--- src/rtl/aabb_frustum_cull_assert.svh ---
// Assertion macros used by the culling block's top-level RTL.
// Each macro takes a label, the clock, the active-low reset, an antecedent and a consequent.
`ifndef AABB_FRUSTUM_CULL_ASSERT_SVH
`define AABB_FRUSTUM_CULL_ASSERT_SVH

`ifndef SYNTH

// Same-cycle implication.
`define AFC_ASSERT_IMP(lbl, clk, rst_n, ante, cons) \
  lbl: assert property (@(posedge clk) disable iff (!rst_n) (ante) |-> (cons)) \
    else $error("assertion failed");

// Next-cycle implication.
`define AFC_ASSERT_NXT(lbl, clk, rst_n, ante, cons) \
  lbl: assert property (@(posedge clk) disable iff (!rst_n) (ante) |=> (cons)) \
    else $error("assertion failed");

`else

`define AFC_ASSERT_IMP(lbl, clk, rst_n, ante, cons)
`define AFC_ASSERT_NXT(lbl, clk, rst_n, ante, cons)

`endif

`endif

--- src/rtl/afc_pkg.sv ---
`timescale 1ns / 1ps

package afc_pkg;

  // Number format and problem size.
  localparam int COORD_WIDTH = 32;
  localparam int FRAC_BITS   = 16;
  localparam int NUM_PLANES  = 6;
  localparam int NUM_TERMS   = 4;
  localparam int NUM_ROWS    = 4;
  localparam int NUM_AXES    = 3;
  localparam int FIELD_W     = 32;

  // Datapath widths: plane coefficients carry one extra bit, the accumulator two more.
  localparam int COEF_W = COORD_WIDTH + 1;
  localparam int PROD_W = COEF_W + COORD_WIDTH;
  localparam int ACC_W  = PROD_W + 2;

  // Counter and index widths.
  localparam int PLANE_W = $clog2(NUM_PLANES);
  localparam int TERM_W  = $clog2(NUM_TERMS);
  localparam int ROW_W   = $clog2(NUM_ROWS);

  // Stream widths.
  localparam int IN_DATA_W  = (NUM_TERMS + 2 * NUM_AXES) * FIELD_W;
  localparam int IN_USER_W  = 1 + ROW_W;
  localparam int OUT_DATA_W = 8;

  // Function codes.
  localparam logic FUNC_LOAD = 1'b0;
  localparam logic FUNC_TEST = 1'b1;

  typedef logic signed [COORD_WIDTH-1:0] coord_t;

  // Control for one term issued to the multiply-accumulate unit.
  typedef struct packed {
    logic issue;
    logic minus;
    logic first;
    logic last;
    logic wterm;
  } afc_ctl_t;

  // Operands for one issued term.
  typedef struct packed {
    coord_t r3;
    coord_t rk;
    coord_t mn;
    coord_t mx;
  } afc_opd_t;

  // Per-plane status from the unit.
  typedef struct packed {
    logic done;
    logic neg;
  } afc_stat_t;

endpackage

--- src/rtl/afc_dot.sv ---
`timescale 1ns / 1ps

// Shared plane evaluator: forms one plane coefficient, multiplies it by the chosen
// box coordinate (or aligns w) and accumulates, one term per cycle in three stages.
module afc_dot import afc_pkg::*; (
  input  logic      clk,
  input  logic      rst_n,
  input  afc_ctl_t  ctl,
  input  afc_opd_t  opd,
  output afc_stat_t stat
);

  afc_ctl_t                   s1_ctl_r;
  afc_ctl_t                   s2_ctl_r;
  logic signed [COEF_W-1:0]   coef_r;
  logic signed [COEF_W-1:0]   coef_nxt;
  coord_t                     mn_r;
  coord_t                     mx_r;
  logic signed [COEF_W-1:0]   r3_x;
  logic signed [COEF_W-1:0]   rk_x;
  coord_t                     pt_sel;
  logic signed [PROD_W-1:0]   mul_w;
  logic signed [PROD_W-1:0]   w_w;
  logic signed [PROD_W-1:0]   prod_nxt;
  logic signed [PROD_W-1:0]   prod_r;
  logic signed [ACC_W-1:0]    prod_x;
  logic signed [ACC_W-1:0]    acc_r;
  logic signed [ACC_W-1:0]    acc_sum;
  afc_stat_t                  stat_r;

  // Stage 1: plane coefficient is row 3 plus or minus the axis row.
  assign r3_x     = {opd.r3[COORD_WIDTH-1], opd.r3};
  assign rk_x     = {opd.rk[COORD_WIDTH-1], opd.rk};
  assign coef_nxt = ctl.minus ? (r3_x - rk_x) : (r3_x + rk_x);

  // Stage 2: pick the corner furthest along the normal and multiply.
  assign pt_sel   = coef_r[COEF_W-1] ? mn_r : mx_r;
  assign mul_w    = coef_r * pt_sel;
  assign w_w      = $signed({{(PROD_W-COEF_W){coef_r[COEF_W-1]}}, coef_r}) <<< FRAC_BITS;
  assign prod_nxt = s1_ctl_r.wterm ? w_w : mul_w;

  // Stage 3: accumulate, restarting at the first term of each plane.
  assign prod_x  = $signed({{(ACC_W-PROD_W){prod_r[PROD_W-1]}}, prod_r});
  assign acc_sum = (s2_ctl_r.first ? '0 : acc_r) + prod_x;

  // Stage control.
  always_ff @(posedge clk) begin
    if (!rst_n) begin
      s1_ctl_r <= '0;
      s2_ctl_r <= '0;
      stat_r   <= '0;
    end else begin
      s1_ctl_r    <= ctl;
      s2_ctl_r    <= s1_ctl_r;
      stat_r.done <= s2_ctl_r.issue && s2_ctl_r.last;
      stat_r.neg  <= acc_sum[ACC_W-1];
    end
  end

  // Stage data.
  always_ff @(posedge clk) begin
    coef_r <= coef_nxt;
    mn_r   <= opd.mn;
    mx_r   <= opd.mx;
    prod_r <= prod_nxt;
    if (s2_ctl_r.issue) begin
      acc_r <= acc_sum;
    end
  end

  assign stat = stat_r;

endmodule

--- src/rtl/aabb_frustum_cull.sv ---
`timescale 1ns / 1ps

// View-frustum culling of axis-aligned boxes. A beat with tuser func 0 loads one row of the
// view-projection matrix; it produces no output beat. A beat with func 1 tests a box
// against the six planes row3 +/- rows 0..2 using the corner furthest along each normal,
// and returns one output beat whose bit 0 is 1 if the box is visible. After a test beat
// the input stays closed until the result is in the output register. One shared
// multiply-accumulate unit takes one term per cycle (three products and the w term, four
// per plane, 24 in all). Its pipeline then drains and the hold state loads the output
// register, after which the input reopens. That last step waits while an earlier output
// beat is still held by out_tready, which lengthens the closed time. The matrix is all
// zero after reset, so a test before any load reports visible. Values are signed Q16.16
// and all sums are kept at full width.
`include "aabb_frustum_cull_assert.svh"

module aabb_frustum_cull import afc_pkg::*; (
  input  logic                  clk,
  input  logic                  rst_n,
  input  logic                  in_tvalid,
  output logic                  in_tready,
  // coef_0, coef_1, coef_2, coef_3, min_x, min_y, min_z, max_x, max_y, max_z
  input  logic [IN_DATA_W-1:0]  in_tdata,
  // func, row_index
  input  logic [IN_USER_W-1:0]  in_tuser,
  output logic                  out_tvalid,
  input  logic                  out_tready,
  // visible, then zero padding
  output logic [OUT_DATA_W-1:0] out_tdata
);

  typedef enum logic [1:0] {S_IDLE, S_RUN, S_HOLD} state_t;

  state_t             state_r;
  logic               issuing_r;
  logic [PLANE_W-1:0] plane_r;
  logic [TERM_W-1:0]  term_r;
  logic [PLANE_W-1:0] done_cnt_r;
  logic               visible_r;
  logic               out_tvalid_r;
  logic               out_vis_r;

  coord_t             row_r   [NUM_ROWS][NUM_TERMS];
  coord_t             box_mn_r[NUM_TERMS];
  coord_t             box_mx_r[NUM_TERMS];

  logic               in_fire;
  logic               in_func;
  logic [ROW_W-1:0]   in_row;
  logic [ROW_W-1:0]   axis;
  afc_ctl_t           ctl;
  afc_opd_t           opd;
  afc_stat_t          stat;

  assign in_fire   = in_tvalid && in_tready;
  assign in_func   = in_tuser[0];
  assign in_row    = in_tuser[IN_USER_W-1:1];
  assign in_tready = (state_r == S_IDLE);

  // Matrix rows: cleared by reset, written by load beats.
  always_ff @(posedge clk) begin
    if (!rst_n) begin
      for (int r = 0; r < NUM_ROWS; r++) begin
        for (int c = 0; c < NUM_TERMS; c++) begin
          row_r[r][c] <= '0;
        end
      end
    end else if (in_fire && in_func == FUNC_LOAD) begin
      for (int c = 0; c < NUM_TERMS; c++) begin
        row_r[in_row][c] <= in_tdata[c*FIELD_W +: COORD_WIDTH];
      end
    end
  end

  // Box corners are captured on a test beat; the w slot reads as zero.
  always_ff @(posedge clk) begin
    if (in_fire && in_func == FUNC_TEST) begin
      for (int k = 0; k < NUM_AXES; k++) begin
        box_mn_r[k] <= in_tdata[(NUM_TERMS + k)*FIELD_W +: COORD_WIDTH];
        box_mx_r[k] <= in_tdata[(NUM_TERMS + NUM_AXES + k)*FIELD_W +: COORD_WIDTH];
      end
      box_mn_r[NUM_TERMS-1] <= '0;
      box_mx_r[NUM_TERMS-1] <= '0;
    end
  end

  // Term issue: planes pair up as plus and minus of the same axis row.
  assign axis      = ROW_W'(plane_r >> 1);
  assign ctl.issue = issuing_r;
  assign ctl.minus = plane_r[0];
  assign ctl.first = (term_r == '0);
  assign ctl.last  = (term_r == TERM_W'(NUM_TERMS-1));
  assign ctl.wterm = ctl.last;
  assign opd.r3    = row_r[NUM_ROWS-1][term_r];
  assign opd.rk    = row_r[axis][term_r];
  assign opd.mn    = box_mn_r[term_r];
  assign opd.mx    = box_mx_r[term_r];

  afc_dot u_dot (
    .clk   (clk),
    .rst_n (rst_n),
    .ctl   (ctl),
    .opd   (opd),
    .stat  (stat)
  );

  // Sequencer, plane verdicts and the output register.
  always_ff @(posedge clk) begin
    if (!rst_n) begin
      state_r      <= S_IDLE;
      issuing_r    <= 1'b0;
      plane_r      <= '0;
      term_r       <= '0;
      done_cnt_r   <= '0;
      visible_r    <= 1'b1;
      out_tvalid_r <= 1'b0;
      out_vis_r    <= 1'b0;
    end else begin
      // The hold state reloads the output register itself.
      if (out_tvalid_r && out_tready && state_r != S_HOLD) begin
        out_tvalid_r <= 1'b0;
      end
      unique case (state_r)
        S_IDLE: begin
          if (in_fire && in_func == FUNC_TEST) begin
            state_r    <= S_RUN;
            issuing_r  <= 1'b1;
            plane_r    <= '0;
            term_r     <= '0;
            done_cnt_r <= '0;
            visible_r  <= 1'b1;
          end
        end
        S_RUN: begin
          if (issuing_r) begin
            if (ctl.last) begin
              term_r <= '0;
              if (plane_r == PLANE_W'(NUM_PLANES-1)) begin
                issuing_r <= 1'b0;
              end else begin
                plane_r <= plane_r + 1'b1;
              end
            end else begin
              term_r <= term_r + 1'b1;
            end
          end
          if (stat.done) begin
            visible_r  <= visible_r & ~stat.neg;
            done_cnt_r <= done_cnt_r + 1'b1;
            if (done_cnt_r == PLANE_W'(NUM_PLANES-1)) begin
              state_r <= S_HOLD;
            end
          end
        end
        S_HOLD: begin
          if (!out_tvalid_r || out_tready) begin
            out_tvalid_r <= 1'b1;
            out_vis_r    <= visible_r;
            state_r      <= S_IDLE;
          end
        end
        default: begin
          state_r <= S_IDLE;
        end
      endcase
    end
  end

  assign out_tvalid = out_tvalid_r;
  assign out_tdata  = {{(OUT_DATA_W-1){1'b0}}, out_vis_r};

  // A test beat keeps the input closed on the next cycle.
  `AFC_ASSERT_NXT(a_test_busy, clk, rst_n, in_fire && in_func == FUNC_TEST, !in_tready)
  // A result beat only appears after the hold state.
  `AFC_ASSERT_IMP(a_out_from_hold, clk, rst_n, $rose(out_tvalid_r), $past(state_r == S_HOLD))
  // Plane verdicts only arrive while a test runs.
  `AFC_ASSERT_IMP(a_done_in_run, clk, rst_n, stat.done, state_r == S_RUN)
  // Terms are only issued while a test runs.
  `AFC_ASSERT_IMP(a_issue_ahead, clk, rst_n, issuing_r, state_r == S_RUN)
  // Never more verdicts than planes.
  `AFC_ASSERT_IMP(a_done_cnt, clk, rst_n, state_r == S_RUN, done_cnt_r <= PLANE_W'(NUM_PLANES-1))

endmodule
--- config.mk ---
export PLATFORM = sky130hd
export DESIGN_NAME = aabb_frustum_cull
export DESIGN_NICKNAME = d
export VERILOG_FILES = /design/src/rtl/afc_pkg.sv /design/src/rtl/afc_dot.sv /design/src/rtl/aabb_frustum_cull.sv
export VERILOG_INCLUDE_DIRS = /design/src /design/src/rtl
export SDC_FILE = /design/constraint.sdc
export NUM_CORES = 2
export LEC_CHECK = 0
export BUFFER_PORTS_ARGS = -buffer_cell sky130_fd_sc_hd__buf_2
export CELL_PAD_IN_SITES_DETAIL_PLACEMENT = 1
export CELL_PAD_IN_SITES_GLOBAL_PLACEMENT = 1
export CORE_MARGIN = 5
export CORE_UTILIZATION = 52
export CTS_BUF_LIST = sky130_fd_sc_hd__clkbuf_4 sky130_fd_sc_hd__clkbuf_8 sky130_fd_sc_hd__clkbuf_16
export DETAILED_ROUTE_END_ITERATION = 12
export PLACE_DENSITY_LB_ADDON = 0.1
export SLEW_MARGIN = 20
export SYNTH_ARGS = -nofsm -noshare
export SYNTH_HDL_FRONTEND = slang
export SYNTH_SLANG_ARGS = --single-unit
--- constraint.sdc ---
create_clock -name clk -period 15.3 [get_ports clk]
set_clock_uncertainty 0.1 [all_clocks]
set_input_delay 3.06 -clock clk [delete_from_list [all_inputs] [get_ports clk]]
set_output_delay 3.06 -clock clk [all_outputs]
set_load 0.05 [all_outputs]
## Word-level counts from Yosys, hierarchy flattened

Memory sizes are Yosys's and may differ from the RTL's. A register that Yosys moved wholly into a read port is not among the register bits.
Cells that the tools add are included.

| storage, ports and cells | value |
|---|---|
| register bits after elaboration | 187 |
| bits in writable memories | 768 |
| ROM bits | 0 |
| input bits | 327 |
| bits in latches | 0 |
| output and inout port bits | 10 |
| word-level logic and storage cells | 113 |
| memories kept | 3 |

Memories:

| memory | depth | width | rd ports | clocked after memory_dff | write ports | RTL line | source |
|---|---|---|---|---|---|---|---|
| row_r | 4 | 128 | 2 | 1 | 4 | aabb_frustum_cull.sv:42 | `coord_t row_r [NUM_ROWS][NUM_TERMS];` |
| box_mn_r | 4 | 32 | 1 | 1 | 4 | aabb_frustum_cull.sv:43 | `coord_t box_mn_r[NUM_TERMS];` |
| box_mx_r | 4 | 32 | 1 | 1 | 4 | aabb_frustum_cull.sv:44 | `coord_t box_mx_r[NUM_TERMS];` |

| cells by class | value |
|---|---|
| $lt $le $gt $ge | 1 |
| muxes and demuxes | 47 |
| divide/modulo/power cells | 0 |
| multiply operators | 1 |
| reductions and logical operators | 18 |
| add/subtract/negate cells | 6 |
| shift-type cells | 0 |
| eq/ne operators | 13 |
| bitwise gates (word level) | 4 |

Operators with widths:

| operator | count |
|---|---|
| $mux 32 | 5 |
| $bmux 32 s2 | 2 |
| $mux 128 | 1 |
| $reduce_or 128->1 | 1 |
| $add 67x67->67 | 1 |
| $mux 67 | 1 |
| $mul 33x32->65 | 1 |
| $mux 65 | 1 |
| $add 32x32->33 | 1 |
| $mux 33 | 1 |
| $sub 32x32->33 | 1 |
| $mux 2 | 10 |
| $mux 1 | 15 |
| $mux 3 | 5 |
| $pmux 3 s2 | 2 |
| $ne 2x2->1 const B | 5 |
| $add 3x1->3 const B | 2 |
| $eq 3x3->1 const B | 2 |
| $logic_and 1x1->1 | 6 |
| $ne 2x1->1 const B | 3 |
| $pmux 2 s3 | 1 |
| $reduce_and 3->1 | 2 |
| $reduce_and 5->1 | 1 |
| $eq 2x2->1 const B | 2 |
| other kinds (14) | 18 |

## Longest topological paths before layout

| logic depth | value |
|---|---|
| depth in word-level cells | 8 |
| mapped depth | 31 |
| gate-level depth less buffers | 29 |

## Hierarchy

A second synthesis with hierarchy kept.

| unflattened totals | value |
|---|---|
| cell total of the unflattened synthesis | 7250 |
| area, all modules | 81454.4 sq um |

By module, submodules not included:

| module | sequential area each (sq um) | instances | area an instance (sq um) | cells an instance |
|---|---|---|---|---|
| afc_dot | 5435.2 | 1 | 50141.8 | 5352 |
| aabb_frustum_cull | 21500.6 | 1 | 31312.5 | 1898 |

## Worst setup path after synthesis

Ideal clock, no wire load.

| timing path | value |
|---|---|
| kind | input-to-reg |
| start point | input in_tuser[0] |
| end point | memory row_r[1][0] (netlist name), enable pin |
| setup slack | 2.077 ns |
| setup time | 0.792 ns |
| data required time | 14.408 ns |
| cell stages on the path | 3 |
| arrival | 12.331 ns |
| path buffers | 0 |
| cell sequence | and4b_1 nand2_1 o21ai_0 |

RTL lines:

| item | RTL line | source |
|---|---|---|
| start, declared | aabb_frustum_cull.sv:24 | `input logic [IN_USER_W-1:0] in_tuser,` |
| end, declared | aabb_frustum_cull.sv:42 |  |

## Final worst setup path

| timing path | value |
|---|---|
| start point | register u_dot.coef_r[32] |
| end point | register u_dot.prod_r[63] |

| on the way | value |
|---|---|
| longest elaborated chain between the ends | 3 |

Ends and longest elaborated chain:

| item | RTL line | source |
|---|---|---|
| start, declared | afc_dot.sv:15 | `logic signed [COEF_W-1:0] coef_r;` |
| start signal, assigned | afc_dot.sv:62 | `coef_r <= coef_nxt;` |
| $mux 32 | afc_dot.sv:37 | `assign pt_sel = coef_r[COEF_W-1] ? mn_r : mx_r;` |
| $mul 33x32->65 | afc_dot.sv:38 | `assign mul_w = coef_r * pt_sel;` |
| $mux 65 * | afc_dot.sv:40 | `assign prod_nxt = s1_ctl_r.wterm ? w_w : mul_w;` |
| via u_dot.prod_nxt[63] | afc_dot.sv:24 | `logic signed [PROD_W-1:0] prod_nxt;` |
| end signal, assigned | afc_dot.sv:65 | `prod_r <= prod_nxt;` |
| end, declared | afc_dot.sv:25 | `logic signed [PROD_W-1:0] prod_r;` |

Mark *: on every way through the listed nets, which the timed path passes. The rest lies on a longest branch.
A chain may end at the register's enable or synchronous reset.

==> run summary <==
The I/O pin count is 337, and the worst-case setup slack after placement is 5.28 ns. Setup repair after global routing left no endpoint under its margin. The die extent in y was 406 um. The share of final-layout standard cells stronger than drive strength 1 was 11.3%; the total CTS buffers was 101. The congestion estimate from routability-driven global placement came to 0.869.

By area the synthesized netlist is led by sky130_fd_sc_hd__edfxtp_1, sky130_fd_sc_hd__fa_1, sky130_fd_sc_hd__and2_1. Derived from the worst setup path, the maximum achievable clock frequency is 99.0 MHz. The logs give 16300 for the number of inserted filler cells in the final layout and 22.6% for the remaining max-slew budget at the tightest pin.

Critical setup path kind: reg -> reg. The tools report the number of global-route vias before repair as 61800. For the iteration-0 DRC count of the detailed router, the log shows 3485.

In this run the remaining antenna-violating nets after routing total 0. In the synthesized netlist the dominant register cell turns out to be sky130_fd_sc_hd__edfxtp_1. The placed cell count came out at 9321. For the pin with the worst max-slew slack, the measured transition is 1.15 ns.

STA puts the critical path data arrival time at 10.59 ns. Final-stage net count: 9098. Cell repeated most along the worst path: sky130_fd_sc_hd__fa_1.

The HPWL after detailed placement came out at 178000 um. The tools report the largest net degree at the start of global routing as 89. The area enclosed by the die boundary came out at 0.164 sq mm. In this run the critical register-to-register path is launched from u_dot.coef_r[32].

The number of input and output port buffers inserted came out at 329. The count of distinct cell types in the synthesized netlist was 83. Counting every instance in the synthesized netlist gives 7232. The total of hold buffers inserted after clock tree synthesis came out at 0. Buffers added to address setup during post-CTS repair amount to 0.

The overall track demand over capacity in global routing came out at 30.3%. The mapped cell area was 0.0814 sq mm. Final hold analysis gives a worst-case slack of 0.341 ns. From left edge to right edge, the die measures 406 um. Global routing finished with a remaining overflow of 0. The total area inside the core boundary comes to 0.156 sq mm. In this run the worst setup path begins at u_dot.coef_r[32]. The initial antenna violation count is 40, and the number of enable-type register cells in the synthesized netlist is 771. The longest clock path from root to sink contains 3 buffers.

The clock reaches the later pin of the worst-skew pair after 0.74 ns. STA classifies the critical path startpoint as a flip-flop. In the routed design, unresolved DRC markers number 0. The H-tree was split into 3 levels. The tree is rooted in a sky130_fd_sc_hd__clkbuf_16. The kind of end point of the critical path was a flip-flop. Across the run, the number of max-cap violations was 0. The final critical path time including I/O delays and setup is 10.10 ns, and the peak per-stage delay on the critical path is 0.94 ns. For the number of clock sinks, the log shows 957.

The area share of the leading cell type in the synthesized netlist was 28.5%. Measured in cells, the most critical reg-to-reg path has a length of 28. The tools report the number of hold violations in the final report as 0. Launch point of the worst hold path: u_dot.s1_ctl_r[4].

Sequential elements use 33.0% of the synthesized area. Relative to the synthesized area, the layout overhead comes to 8.53%. The worst hold path stage count came out at 1. TritonCTS built the clock tree.

Top cell type by total area after synthesis: sky130_fd_sc_hd__edfxtp_1. The detailed-route wire length per cell works out to 25.9 um. For this configuration, the core starts out at a cell density of 52.2%. The first TritonRoute pass finished after 5 iterations. The number of setup violations in the final report is 0, and the count of warnings emitted by yosys is 0.

For this run, asynchronously set or reset flops after synthesis account for 0%. Among all stages on the critical path, the largest delay is contributed by sky130_fd_sc_hd__dfxtp_2. The floorplan has 145 rows.

For this block, the routed nets add up to 247000 um of wire. The first global-routing pass estimated 377000 um of wire. The run finished with clean final reports. Once routing completed, OpenROAD measured the worst setup slack at 5.20 ns. Final max-slew violation count: 0. A synthesized cell averages 11.2 sq um.

The top cell types in the final layout, fill and taps aside, are sky130_fd_sc_hd__fa_1, sky130_fd_sc_hd__inv_1, sky130_fd_sc_hd__edfxtp_1. The clock input transition at the sequential cells of the worst setup and hold paths was 0.07 ns; the routed via count divided by cell count was 5.77. Of all nets on the critical path, the largest fanout is 40. The min-delay analysis places its worst path in the category reg -> reg. Once the clock tree was built, the resizer swapped 0 gates to a different size. For the final routed database, the setup TNS stands at 0 ns. The final route contains 54900 vias. The count of cells in the finished layout, fillers not included, comes to 9522. The worst path uses 66.0% of the clock period. The commonest non-fill, non-tap cell in the layout was sky130_fd_sc_hd__fa_1. At the worst endpoint, the required time is 15.79 ns. The total of flip-flops plus latches after synthesis came out at 957.
## per-stage QoR
stage	util (%)	area, sq um
final	56.7	88300
after global routing	56.6	88300
after CTS	56.6	88300
after detailed placement	54.4	84800
after global placement	54.4	84800
after floorplan	-	81400
## worst paths after layout
check	end	slack [ns]
min	u_dot.s2_ctl_r[4]	0.34
max reg2reg	u_dot.prod_r[63]	5.20
max	u_dot.prod_r[63]	5.20
min reg2reg	u_dot.s2_ctl_r[4]	0.34
## sequential cells by signal (all words and copies together), names as in the netlist, 3 cells and up, named ones only
register / flops
u_dot.coef_r: 33
u_dot.prod_r: 65
u_dot.s2_ctl_r: 3
u_dot.mn_r: 32
row_r: 512
box_mn_r: 96
box_mx_r: 96
u_dot.s1_ctl_r: 3
plane_r: 3
u_dot.mx_r: 32
u_dot.acc_r: 67
done_cnt_r: 3
## cells by family after synthesis
family | synth area share (%)
adders and majority gates | 31.9
AOI/OAI and AO/OA | 5.85
buffers and inverters | 6.92
and+or+nand+nor | 14.7
DFF | 33.0
other | 0.00461
muxes | 5.64
xor gates and xnor gates | 1.98
## Yosys cell counts (162+ instances only)
cell                       instances
sky130_fd_sc_hd__a21oi_1         180
sky130_fd_sc_hd__and2_1          696
sky130_fd_sc_hd__clkbuf_1        358
sky130_fd_sc_hd__dfxtp_1         186
sky130_fd_sc_hd__edfxtp_1        771
sky130_fd_sc_hd__fa_1           1114
sky130_fd_sc_hd__ha_1            291
sky130_fd_sc_hd__inv_1          1028
sky130_fd_sc_hd__nand2_1         718
sky130_fd_sc_hd__nor2_1          162
sky130_fd_sc_hd__nor2b_1         328
sky130_fd_sc_hd__o21ai_0         203
## final cells by class
class                      instances  area [sq um]  share of cell area (%)
antenna                           13          32.5                  0.0368
multi-input combinational       4841         49000                    55.5
timing repair buffer             435          2440                    2.77
inverter                        1030          3870                    4.38
clock buffer                     140          2940                    3.32
tap                             2058          2570                    2.92
clock inverter                    48           507                   0.574
sequential                       957         26900                    30.5
## critical path: cells and delay by family (launching register included)
family / cells / cell delay (ns)
flip-flops: 1 / 0.94
AO/OA/AOI/OAI: 6 / 1.70
AND/OR/NAND/NOR: 4 / 0.97
multiplexers: 1 / 0.23
buffers and inverters: 8 / 1.44
adder cells (fa/ha/maj): 9 / 4.48
## layer usage
| layer | GRT usage (%) | part of all wire (%) |
|---|---|---|
| met1 | 39.9 | 40 |
| met2 | 52.4 | 51 |
| met3 | 4.26 | 5.7 |
| met4 | 9.27 | 3.3 |
| met5 | 0 | 0.077 |
Power is left out: the tool's default activity adds up to more than one toggle a clock period on the data nets, which glitch-free logic cannot reach.
